`src/hdl/okin_pkg.sv`:
```
package okin_pkg;

  localparam int IN_W       = 16;
  localparam int OUT_W      = 18;
  localparam int LIM_W      = 17;
  localparam int CFG_IDX_W  = 2;
  localparam int CFG_DATA_W = 22;

  // divider geometry: numerator magnitude, divisor, quotient bits
  localparam int NUM_W   = 54;
  localparam int DEN_W   = 38;
  localparam int QW      = 36;
  localparam int DIV_LAT = QW + 1;

  // mixer widths
  localparam int W_W    = QW + 3;
  localparam int PROD_W = 56;
  localparam int ACC_W  = 58;
  localparam int FRAC_W = 16;

  localparam logic [24:0] VEL_K = 25'd24000000;
  localparam logic [16:0] MIX_K = 17'd46341;

  typedef enum logic [CFG_IDX_W-1:0] {
    CFG_BASE_KIND = 2'd0,
    CFG_CIRC      = 2'd1,
    CFG_TRACK     = 2'd2,
    CFG_MAX_SPEED = 2'd3
  } cfg_idx_e;

  typedef enum logic [1:0] {
    SC_NONE = 2'd0,
    SC_XY   = 2'd1,
    SC_XT   = 2'd2
  } scale_e;

  typedef struct packed {
    logic [NUM_W-1:0] nx;
    logic             neg_x;
    logic [NUM_W-1:0] ny;
    logic             neg_y;
    logic [NUM_W-1:0] nt;
    logic             neg_t;
    logic [DEN_W-1:0] den;
    logic             yaw0;
    logic             vy0;
    logic [LIM_W-1:0] lim;
  } item_t;

  typedef struct packed {
    logic             yaw0;
    logic             vy0;
    logic [LIM_W-1:0] lim;
  } sb_t;

  typedef struct packed {
    logic [QW-1:0]    xm;
    logic [QW-1:0]    ym;
    logic [QW-1:0]    tm;
    logic             xn;
    logic             yn;
    logic             tn;
    scale_e           mode;
    logic [LIM_W-1:0] lim;
  } axes_t;

  function automatic logic signed [W_W-1:0] to_signed(input logic [QW-1:0] mag,
                                                      input logic neg);
    logic signed [W_W-1:0] v;
    v = $signed(W_W'(mag));
    return neg ? -v : v;
  endfunction

endpackage

```
`src/hdl/okin_front.sv`:
```
module okin_front (
  input  logic                           clk_i,
  input  logic                           rst_ni,
  input  logic                           accept_i,
  input  logic                           cfg_we_i,
  input  logic [okin_pkg::CFG_IDX_W-1:0]  cfg_idx_i,
  input  logic [okin_pkg::CFG_DATA_W-1:0] cfg_data_i,
  input  logic [okin_pkg::IN_W-1:0]       vel_x_mm_s_i,
  input  logic [okin_pkg::IN_W-1:0]       vel_y_mm_s_i,
  input  logic [okin_pkg::IN_W-1:0]       yaw_rate_mrad_s_i,
  output logic                           push_o,
  output okin_pkg::item_t                item_o
);
  import okin_pkg::*;

  logic [1:0]       base_q;
  logic [19:0]      circ_q;
  logic [21:0]      track_q;
  logic [LIM_W-1:0] lim_q;

  always_ff @(posedge clk_i or negedge rst_ni) begin
    if (!rst_ni) begin
      base_q  <= 2'd2;
      circ_q  <= 20'd314150;
      track_q <= 22'd300000;
      lim_q   <= 17'd4800;
    end else if (cfg_we_i) begin
      unique case (cfg_idx_e'(cfg_idx_i))
        CFG_BASE_KIND: base_q  <= cfg_data_i[1:0];
        CFG_CIRC:      circ_q  <= cfg_data_i[19:0];
        CFG_TRACK:     track_q <= cfg_data_i[21:0];
        CFG_MAX_SPEED: lim_q   <= cfg_data_i[LIM_W-1:0];
        default:       ;
      endcase
    end
  end

  logic [IN_W-1:0] vy;
  logic [IN_W:0]   ax, ay_v, at;
  logic [20:0]     yaw12;
  logic [19:0]     circ_e;

  always_comb begin
    // differential and skid bases have no sideways axis
    vy     = base_q[1] ? vel_y_mm_s_i : '0;
    ax     = vel_x_mm_s_i[IN_W-1] ? ((IN_W+1)'(0) - {1'b1, vel_x_mm_s_i})
                                  : {1'b0, vel_x_mm_s_i};
    ay_v   = vy[IN_W-1] ? ((IN_W+1)'(0) - {1'b1, vy}) : {1'b0, vy};
    at     = yaw_rate_mrad_s_i[IN_W-1] ? ((IN_W+1)'(0) - {1'b1, yaw_rate_mrad_s_i})
                                       : {1'b0, yaw_rate_mrad_s_i};
    yaw12  = 21'({at, 3'b000}) + 21'({at, 2'b00});
    circ_e = (circ_q == '0) ? 20'd1 : circ_q;

    item_o.nx    = NUM_W'(42'(ax) * 42'(VEL_K));
    item_o.neg_x = vel_x_mm_s_i[IN_W-1];
    item_o.ny    = NUM_W'(42'(ay_v) * 42'(VEL_K));
    item_o.neg_y = vy[IN_W-1];
    item_o.nt    = NUM_W'(43'(yaw12) * 43'(track_q));
    item_o.neg_t = yaw_rate_mrad_s_i[IN_W-1];
    item_o.den   = DEN_W'({circ_e, 4'b0000}) + DEN_W'({circ_e, 3'b000}) + DEN_W'(circ_e);
    item_o.yaw0  = (yaw_rate_mrad_s_i == '0);
    item_o.vy0   = (vy == '0);
    item_o.lim   = lim_q;
    push_o       = accept_i;
  end

endmodule

```
`config.mk`:
```
export PLATFORM = sky130hd
export DESIGN_NAME = okin_front
export DESIGN_NICKNAME = d
export VERILOG_FILES = /design/src/hdl/okin_pkg.sv /design/src/hdl/okin_front.sv
export SDC_FILE = /design/constraint.sdc
export NUM_CORES = 2
export LEC_CHECK = 0
export BUFFER_PORTS_ARGS = -buffer_cell sky130_fd_sc_hd__buf_4
export CAP_MARGIN = 20
export CORE_UTILIZATION = 35
export CTS_CLUSTER_DIAMETER = 150
export DETAILED_ROUTE_END_ITERATION = 10
export GPL_ROUTABILITY_DRIVEN = 0
export MAX_ROUTING_LAYER = met4
export PLACE_DENSITY_LB_ADDON = 0.3
export SYNTH_ARGS = -nofsm -noshare
export SYNTH_HDL_FRONTEND = slang
export SYNTH_SLANG_ARGS = --single-unit
```
`constraint.sdc`:
```
create_clock -name clk_i -period 10.5 [get_ports clk_i]
set_clock_uncertainty 0.05 [all_clocks]
set_input_delay 1.05 -clock clk_i [delete_from_list [all_inputs] [get_ports clk_i]]
set_output_delay 1.05 -clock clk_i [all_outputs]
set_load 0.01 [all_outputs]
```
==> results.ini <==
[drt]
drt_wl_total_microns = 86100
wl_met2_microns = 42200
routed-via-count = 25000
drt_iter0_drc = 1270
wl_met3_microns = 3580
first_pass_iters = 5
highest_layer = met4
remaining_drc_errors = 0
ant_nets = 0
via_per_inst = 4.91
wl_met1_microns = 39300
wl_per_cell_microns = 16.9

[hold_path]
min_path_type = register to register
hold_path_depth = 1
worstHoldStart = track_q[14]

[die]
die-area_sq_um = 93200
coreArea_sq_um = 90600
dieHeight_microns = 305
die_w_microns = 305
start_util = 0.355
io_pins = 299
rows = 110

[finish]
mostFrequentLayoutCell = inv_1
final_cell_mix = inv_1 (771), fa_1 (560), ha_1 (446), buf_4 (397), nand2_1 (348)
area_growth_pct = 17.4
drive_gt1_frac = 0.176
fillers = 9027
fin_nets = 5039

[placement]
portBuffers = 228
hpwl_microns = 72300

[yosys]
syn_area_per_cell_sq_um = 8.94
yosysWarnings = 0
async_flop_share = 1.00
synth-seq-cells = 60
syn_inst = 3599
syn-cell-area_sq_um = 32200
ys_seq_area_frac = 0.0475
ys_types = 80
synth_edf_count = 0
synthFlopType = dfrtp_1

[sta]
post-route-period-util = 1.01
rsz0062_at_grt = yes
setup_violations = 3
finalHoldViolations = 0
tns_ns = -0.102
worstMarginPinSlew_ns = 1.07
slew_headroom = 0.283
max_freq_ghz = 0.0946
slew_viol_final = 0
finalWorstSetupSlack_ns = -0.0655
fin_crit_ns = 10.57

[global_routing]
grt_start_max_net_pins = 61
overflow = 0
grt_pass1_wl_microns = 139000
antenna_found_initial = 7
grt_pass1_vias = 25600
track_usage = 0.191

[worst_setup_path]
cp.depth = 38
crit_end = item_o[97]
cp.required_ns = 9.40
slowest_stage = fa_2
cp.arrival_ns = 9.47
reg2reg_depth = 2
start_kind = primary input
slowest_delay_ns = 0.57
r2r-start = track_q[13]
cp_top_family = adder cells
end_kind = output port
r2r-end = track_q[13]
cp_max_fo = 5
cp_num_buf_inv = 12
rrSetupSlack_ns = 9.13
crit_start = yaw_rate_mrad_s_i[3]
worstSetupPathType = primary input to output port

[clock_network]
path_clk_slew_ns = 0.05
clockRootBuffer = clkbuf_16
cts_buffer_depth = 2
cts_tree = done
clock-sinks = 60
insertion_delay_ns = 0.34
htreeDepth = 3
numCtsBuffers = 9

[status]
violations = setup timing
status = finished with violations

[job]
cap_violations = 0

==> layout make-up <==
class	instances	area [sq um]	area share
Antenna cell	3	7.51	0.000199
Clock buffer	12	256	0.00679
Clock inverter	4	95.1	0.00252
Inverter	780	2930	0.0775
Multi-Input combinational cell	2629	27900	0.738
Sequential cell	60	1530	0.0405
Tap cell	1176	1470	0.0390
Timing Repair Buffer	439	3610	0.0956
==> synth_stat cells, drive strengths merged, types with 7 or more instances <==
master	n	area, sq um
inv	779	2920
fa	570	11400
ha	474	5930
nand2	359	1350
and2	161	1010
xnor2	132	1160
clkbuf	126	474
a21oi	113	569
buf	86	616
o21ai	71	355
nor2	64	240
nand3	63	315
mux2	61	687
a21o	48	360
dfrtp	38	951
nand2b	38	238
a31oi	30	203
nand3b	28	210
nor3	27	135
xor2	25	219
dfstp	22	578
o21bai	22	165
o211ai	20	150
nand4b	19	166
o21a	19	143
a211oi	18	140
nor2b	16	100
o31ai	14	119
or3	14	87.6
nor4	11	90.1
nand4	10	62.6
o311a	9	90.1
or2	9	56.3
or4	9	67.6
and3	8	50.1
a21boi	7	52.6
==> through the flow <==
stage | hold slack [ns] | area [sq um] | cells | setup WS, ns | utilization
after floorplan | 0.436 | 32500 | 3681 | 0.0387 | -
after global placement | 0.440 | 36100 | 5056 | -0.388 | 0.399
after detailed placement | 0.447 | 36100 | 5056 | -0.441 | 0.399
after CTS | 0.460 | 36900 | 5083 | -0.0404 | 0.408
after global routing | 0.475 | 37800 | 5103 | -0.363 | 0.417
final | 0.456 | 37800 | 5103 | -0.0655 | 0.417
==> routing by layer <==
layer / global-route usage / up-vias
li1: - / 11900
met1: 0.257 / 12600
met2: 0.317 / 515
met3: 0.0208 / 56
met4: 0.0270 / 0
met5: - / -
==> repair_timing <==
action	CTS	global route
endpoints found under the setup margin	17	20
hold buffers	0	0
pin swaps	35	83
setup buffers	8	15
cloned	3	2
gates resized for setup	60	128
==> how the worst min path moves through the flow <==
| stage | end | slack (ns) |
|---|---|---|
| 2_1_floorplan | circ_q[0] | 0.44 |
| 3_3_place_gp | lim_q[16] | 0.44 |
| 3_5_place_dp | lim_q[4] | 0.45 |
| 4_1_cts | lim_q[4] | 0.46 |
| 5_1_grt | track_q[19] | 0.47 |
| 6_report | track_q[14] | 0.46 |
==> state kept, by name, summed over array words and instances (netlist names) <==
signal   cells
circ_q      20
lim_q       17
track_q     22
base_q       1
==> cell families (layout without fill, tap and decap cells) <==
logic type | after synthesis | after routing | synth area share
XOR/XNOR | 157 | 157 | 0.0427
buffers and inverters | 992 | 1235 | 0.125
AO/OA/AOI/OAI | 429 | 429 | 0.0896
adder cells (fa/ha/maj) | 1044 | 1044 | 0.539
flip-flops | 60 | 60 | 0.0475
other | 2 | 87 | 0.000233
multiplexers | 63 | 63 | 0.0220
AND/OR/NAND/NOR | 852 | 852 | 0.134
Power is not shown: default switching activity piles up to over one toggle a cycle in this logic, so the estimate is an artifact.
