`src/hdl/okin_pkg.sv`:
```
package okin_pkg;

  localparam int IN_W       = 16;
  localparam int OUT_W      = 18;
  localparam int LIM_W      = 17;
  localparam int CFG_IDX_W  = 2;
  localparam int CFG_DATA_W = 22;

  // divider geometry: numerator magnitude, divisor, quotient bits
  localparam int NUM_W   = 54;
  localparam int DEN_W   = 38;
  localparam int QW      = 36;
  localparam int DIV_LAT = QW + 1;

  // mixer widths
  localparam int W_W    = QW + 3;
  localparam int PROD_W = 56;
  localparam int ACC_W  = 58;
  localparam int FRAC_W = 16;

  localparam logic [24:0] VEL_K = 25'd24000000;
  localparam logic [16:0] MIX_K = 17'd46341;

  typedef enum logic [CFG_IDX_W-1:0] {
    CFG_BASE_KIND = 2'd0,
    CFG_CIRC      = 2'd1,
    CFG_TRACK     = 2'd2,
    CFG_MAX_SPEED = 2'd3
  } cfg_idx_e;

  typedef enum logic [1:0] {
    SC_NONE = 2'd0,
    SC_XY   = 2'd1,
    SC_XT   = 2'd2
  } scale_e;

  typedef struct packed {
    logic [NUM_W-1:0] nx;
    logic             neg_x;
    logic [NUM_W-1:0] ny;
    logic             neg_y;
    logic [NUM_W-1:0] nt;
    logic             neg_t;
    logic [DEN_W-1:0] den;
    logic             yaw0;
    logic             vy0;
    logic [LIM_W-1:0] lim;
  } item_t;

  typedef struct packed {
    logic             yaw0;
    logic             vy0;
    logic [LIM_W-1:0] lim;
  } sb_t;

  typedef struct packed {
    logic [QW-1:0]    xm;
    logic [QW-1:0]    ym;
    logic [QW-1:0]    tm;
    logic             xn;
    logic             yn;
    logic             tn;
    scale_e           mode;
    logic [LIM_W-1:0] lim;
  } axes_t;

  function automatic logic signed [W_W-1:0] to_signed(input logic [QW-1:0] mag,
                                                      input logic neg);
    logic signed [W_W-1:0] v;
    v = $signed(W_W'(mag));
    return neg ? -v : v;
  endfunction

endpackage

```
`src/hdl/okin_fifo.sv`:
```
module okin_fifo (
  input  logic            clk_i,
  input  logic            rst_ni,
  input  logic            push_i,
  input  okin_pkg::item_t data_i,
  input  logic            pop_i,
  output okin_pkg::item_t data_o,
  output logic            full_o,
  output logic            empty_o
);
  import okin_pkg::*;

  item_t      mem_q [2];
  logic       wr_q, rd_q;
  logic [1:0] cnt_q;
  logic       do_push, do_pop;

  assign full_o  = (cnt_q == 2'd2);
  assign empty_o = (cnt_q == 2'd0);
  assign do_push = push_i && !full_o;
  assign do_pop  = pop_i && !empty_o;
  assign data_o  = mem_q[rd_q];

  always_ff @(posedge clk_i) begin
    if (do_push) begin
      mem_q[wr_q] <= data_i;
    end
  end

  always_ff @(posedge clk_i or negedge rst_ni) begin
    if (!rst_ni) begin
      wr_q  <= 1'b0;
      rd_q  <= 1'b0;
      cnt_q <= 2'd0;
    end else begin
      if (do_push) wr_q <= ~wr_q;
      if (do_pop)  rd_q <= ~rd_q;
      cnt_q <= cnt_q + 2'(do_push) - 2'(do_pop);
    end
  end

endmodule

```
`config.mk`:
```
export PLATFORM = sky130hd
export DESIGN_NAME = okin_fifo
export DESIGN_NICKNAME = d
export VERILOG_FILES = /design/src/hdl/okin_pkg.sv /design/src/hdl/okin_fifo.sv
export SDC_FILE = /design/constraint.sdc
export NUM_CORES = 1
export LEC_CHECK = 0
export ABC_AREA = 0
export BUFFER_PORTS_ARGS = -buffer_cell sky130_fd_sc_hd__buf_2
export CAP_MARGIN = 10
export CORE_ASPECT_RATIO = 0.7
export CORE_MARGIN = 3
export CORE_UTILIZATION = 53
export DETAILED_ROUTE_END_ITERATION = 10
export PLACE_DENSITY = 0.8
export SLEW_MARGIN = 20
export SYNTH_ARGS = -nofsm -noshare
export SYNTH_HDL_FRONTEND = slang
export SYNTH_SLANG_ARGS = --single-unit
```
`constraint.sdc`:
```
create_clock -name clk_i -period 12.5 [get_ports clk_i]
set_input_delay 2.5 -clock clk_i [delete_from_list [all_inputs] [get_ports clk_i]]
set_output_delay 2.5 -clock clk_i [all_outputs]
set_load 0.02 [all_outputs]
```
==> metrics, run 1 <==
crit share post-route=51.9%; status=completed; top_reg_cell synth=edfxtp_1; RSZ-0062 raised after global routing=no; Setup TNS=0 ps; FF-to-FF Start=cnt_q[1]$_DFF_PN0_; placed insts=1563; most frequent cell after synthesis=edfxtp_1; Mapped Area=0.0169 mm2; cell taking the most area after synthesis=edfxtp_1; gpl congestion=0.822; Post-synth EDFFs=444; Critical Path Fanout Max=59; critical path data required time=10000 ps; pin count of the biggest net entering global routing=76; vias in the first global route=8785; Worst-path clk slew=60 ps; min-delay src=cnt_q[1]$_DFF_PN0_; I/O Pins=450; Worst setup EP type=primary output; leading cell types by count after synthesis=edfxtp_1, mux2_4, mux2_2; Synth area leaders=edfxtp_1, mux2_4, mux2_2; clock period minus final worst setup slack=6480 ps; fraction of registers with async set/reset=0.893%; initial DRC count=712; CTS hold repair buffers=0; Core Rows=54; Area growth, synth to finish=23.0%; Syn Inst Count=709; Final WS setup=6020 ps; Seq/Total Area, Yosys=79.4%; Power Dens Cells=250 mW/mm2; DR DRC count=0; R2R setup slack=9480 ps; die height=155 um; Finish-stage setup viols=0; syn_nets=937; antenna violations before repair=11; drt pass-1 iters=5; Setup Skew=8.91 ps; post-DR wirelength/cell=22.4 um; Pleak=8.26 nW; R2R cell count=4; Clock Tree Buf Depth=3; Initial Util=54.1%; startpoint types=flop; worst slack at placement=6580 ps; Worst EP arrival=3980 ps; Hold Crit Depth=1; final non-filler cell total=1639; fmax=154 MHz; worst slew pin tran=1080 ps; Tot GR Track Use=21.0%; Clock Tree Root=clkbuf_16; Pwr Total=5.20 mW; WS Path Type=reg -> out; worst reg2reg path endpoint=mem_q[1][164]$_DFFE_PP_; Routed Antenna Nets=0; first-pass GRT wire length=53400 um; vias per cell=5.16; Port-buffer cells=449; Num CTS Buffers=41; relative slew slack=27.9%; Num Clock Sinks=448; Max-Cap Viols=0; die area=0.0341 mm2; Hold Path Sink=cnt_q[1]$_DFF_PN0_; cts repair resizes=0; Syn Area/Cell=23.9 um2; Nets=1414; Post-CTS Setup Inserts=0; CTS tree=done; yosys warns=0; Peak VDD IR=179 uV; depth of the CTS H-tree=2; FF+latch count, synth=448; Skew-Pair Late Insertion Delay=520 ps; GR Overflow Total=0; Detailed Place HPWL=25700 um; Die Wd=220 um; via count of the routed design=8460; filler instances=2032; final WL=36800 um; final max-slew violation count=0; min-delay worst type=reg -> reg; post-synth cell types=15; Core Region=0.0313 mm2; layout cells sized above 1=60.8%; final hold vios=0; Synth top area share=78.8%
==> stage by stage <==
stage | util (%) | area, um2 | hold slack [ps]
after detailed placement | 62.4 | 19500 | 517
final | 66.5 | 20800 | 528
after floorplan | - | 16900 | 468
after global routing | 66.5 | 20800 | 544
after global placement | 62.4 | 19500 | 492
after CTS | 66.5 | 20800 | 528
==> report_power, final <==
part,internal [mW],total [mW],switching [mW]
logic,0.770,1.81,1.04
registers,2.06,2.19,0.131
clock network,0.683,1.19,0.510
total,3.51,5.20,1.69
==> sequential cells by signal (all words and copies together) (netlist names) <==
name and flops:
rd_q 1, mem_q 444, cnt_q 2, wr_q 1
==> critical path, stage by stage (launching register included) <==
cell	delay, ps
dfrtp_4	1030
buf_4	840
buf_4	940
mux2_4	360
buf_2	160
==> routing by layer <==
| metal | vias to the layer above | GRT usage (%) | part of all wire (%) |
|---|---|---|---|
| li1 | 3794 | - | - |
| met1 | 4217 | 26.9 | 39 |
| met2 | 369 | 34.4 | 49 |
| met3 | 68 | 7.38 | 9.4 |
| met4 | 12 | 5.61 | 2.1 |
| met5 | - | 0 | 0.23 |
==> cell families (layout without fill, tap and decap cells) <==
group                      count (synthesis)  count (layout)  share of synthesized area, %
DFF                                      448             448                          79.4
muxes                                    222             222                          18.5
buffers and inverters                     27             533                          1.52
and+or+nand+nor                            6               6                         0.178
xor gates and xnor gates                   4               4                         0.207
adders and majority gates                  2               2                         0.148
other                                      0               4                             0
==> cells in the final DEF, fill, tap and decap left out, drive strengths merged <==
cell type | Yosys | routed
inv | 2 | 3
nand2b | 1 | 1
clkinv | 0 | 19
nor2b | 1 | 1
xor2 | 1 | 1
buf | 25 | 459
mux2 | 222 | 222
nor2 | 2 | 2
xnor2 | 3 | 3
edfxtp | 444 | 444
clkbuf | 0 | 46
diode | 0 | 4
dfrtp | 4 | 4
clkinvlp | 0 | 2
nand2 | 1 | 1
and3 | 1 | 1
ha | 2 | 2
bufinv | 0 | 4
==> worst max-delay path by stage <==
stage,from,to,slack [ps],depth (start not counted)
after detailed placement,rd_q$_DFFE_PN0P_,data_o[150],6580,4
after global routing,rd_q$_DFFE_PN0P_,data_o[150],5830,4
after CTS,rd_q$_DFFE_PN0P_,data_o[150],6000,4
after floorplan,push_i,mem_q[0][0]$_DFFE_PP_,3660,2
final,rd_q$_DFFE_PN0P_,data_o[150],6020,4
after global placement,rd_q$_DFFE_PN0P_,data_o[148],6650,4
==> layout make-up <==
| cell class | instances | area [um2] | area share, % |
|---|---|---|---|
| flip-flops and latches | 448 | 13400 | 64.6 |
| repair buffers | 459 | 2320 | 11.2 |
| diodes | 4 | 10.0 | 0.0481 |
| multi-input cells | 234 | 3240 | 15.6 |
| well taps | 420 | 526 | 2.53 |
| clock inverters | 26 | 224 | 1.08 |
| inverters | 2 | 7.51 | 0.0361 |
| clock buffers | 46 | 1040 | 5.02 |
No activity file was read; power rests on OpenSTA's default activity.
==> run 2: changes to the inputs <==
clock period = 6.35 ns   (was 12.5 ns; I/O delays follow)
==> metrics, run 2 (same netlist as run 1, synthesis figures left out) <==
Detailed Place HPWL=23800 um (-7.4%); worst slew pin tran=848 ps (-234 ps); Top Registers=mem_q: 444 flops, cnt_q: 2 flops; Max-Cap Viols=0 (unchanged); cts repair resizes=0 (unchanged); depth of the CTS H-tree=2 (unchanged); Tot GR Track Use=20.0% (-0.95 points); most common cell after layout, fill and taps aside=buf_2; max FFs per register=444 (unchanged); Pleak=8.27 nW (+0.14%); die area=0.0341 mm2 (unchanged); startpoint types=flop; pin count of the biggest net entering global routing=124 (+63%); final max-slew violation count=0 (unchanged); CTS hold repair buffers=0 (unchanged); crit share post-route=60.6%; Finish-stage setup viols=0 (unchanged); Critical Path Fanout Max=102 (+73%); via count of the routed design=8403 (-0.67%); vias per cell=5.11 (-0.92%); drt pass-1 iters=5 (unchanged); fmax=260 MHz; Pwr Total=10.3 mW (+97%); filler instances=2026 (-0.30%); gpl congestion=0.769 (-6.4%); Peak VDD IR=372 uV (+110%); Initial Util=54.1% (unchanged); R2R cell count=5 (+1); final non-filler cell total=1643 (+0.24%); relative slew slack=43.5% (+16 points); min-delay src=cnt_q[1]$_DFF_PN0_; Top reg by flops=mem_q; Worst-path clk slew=60 ps (about the same); Hold Crit Depth=1 (unchanged); CTS tree=done; status=completed; Post-CTS Setup Inserts=0 (unchanged); R2R setup slack=3760 ps (-5720 ps); Area growth, synth to finish=23.4%; Num CTS Buffers=41 (unchanged); final WL=35300 um (-4.1%); Routed Antenna Nets=0 (unchanged); layout cells sized above 1=60.5% (-0.33 points); worst reg2reg path endpoint=mem_q[0][155]$_DFFE_PP_; post-DR wirelength/cell=21.5 um (-4.3%); Num Clock Sinks=448 (unchanged); min-delay worst type=reg -> reg; I/O Pins=450 (unchanged); Worst EP arrival=2580 ps (-1400 ps); Core Region=0.0313 mm2 (unchanged); critical path data required time=5080 ps (-4920 ps); Core Rows=54 (unchanged); vias in the first global route=8625 (-1.8%); Port-buffer cells=449 (unchanged); Worst setup EP type=primary output; final hold vios=0 (unchanged); first-pass GRT wire length=51200 um (-4.1%); die height=155 um (unchanged); antenna violations before repair=12 (+1); GR Overflow Total=0 (unchanged); Setup Skew=14.4 ps (+5.51 ps); RSZ-0062 raised after global routing=no; clock period minus final worst setup slack=3850 ps; Final WS setup=2500 ps (-3520 ps); Nets=1411 (-0.21%); Skew-Pair Late Insertion Delay=520 ps (about the same); Hold Path Sink=cnt_q[1]$_DFF_PN0_; placed insts=1560 (-0.19%); Power Dens Cells=491 mW/mm2 (+97%); most frequent cells in the layout=buf_2, edfxtp_1, mux2_4; worst slack at placement=2900 ps (-3680 ps); Clock Tree Root=clkbuf_16; WS Path Type=reg -> out; FF-to-FF Start=cnt_q[1]$_DFF_PN0_; DR DRC count=0 (unchanged); Clock Tree Buf Depth=3 (unchanged); Die Wd=220 um (unchanged); initial DRC count=617 (-13%); Setup TNS=0 ps (unchanged)
[run 2: area by class of cell]
| type | instances | area (um2) | area share [%] |
|---|---|---|---|
| antenna | 8 | 20.0 | 0.0959 |
| clock buffer | 54 | 1120 | 5.35 |
| clock inverter | 21 | 174 | 0.833 |
| inverter | 2 | 7.51 | 0.0360 |
| multi-input combinational | 234 | 3240 | 15.5 |
| sequential | 448 | 13400 | 64.4 |
| tap | 420 | 526 | 2.52 |
| timing repair buffer | 456 | 2350 | 11.3 |
[run 2: stage by stage]
step | area, um2 | util [%] | hold WS [ps]
after global routing | 20900 | 66.7 | 507
after global placement | 19600 | 62.5 | 487
after CTS | 20900 | 66.7 | 506
after detailed placement | 19600 | 62.5 | 503
final | 20900 | 66.7 | 514
after floorplan | 16900 | - | 468
[run 2: how the worst max path moves through the flow]
stage	cells after the start	from	slack, ps	to
detailed placement	5	push_i	2900	mem_q[0][173]$_DFFE_PP_
floorplan	2	push_i	1230	mem_q[0][0]$_DFFE_PP_
global placement	5	push_i	2960	mem_q[0][123]$_DFFE_PP_
global route	3	rd_q$_DFFE_PN0P_	2380	data_o[0]
finish	3	rd_q$_DFFE_PN0P_	2500	data_o[0]
CTS	3	rd_q$_DFFE_PN0P_	2480	data_o[0]
[run 2: power breakdown]
group	internal (mW)	switching, mW
combinational	1.52	2.12
sequential	4.05	0.205
clock	1.36	0.999
[run 2: routing by layer]
metal | up-vias | GRT usage [%] | wire length [um]
li1 | 3800 | - | -
met3 | 60 | 5.97 | 3130
met4 | 10 | 5.37 | 665
met5 | - | 0 | 64
met2 | 377 | 34.1 | 17900
met1 | 4156 | 25.3 | 13600
[run 2: worst max-delay path, stage by stage, from the launching register on]
cell and delay [ps]:
dfrtp_4 750, buf_12 550, mux2_2 410, buf_2 160
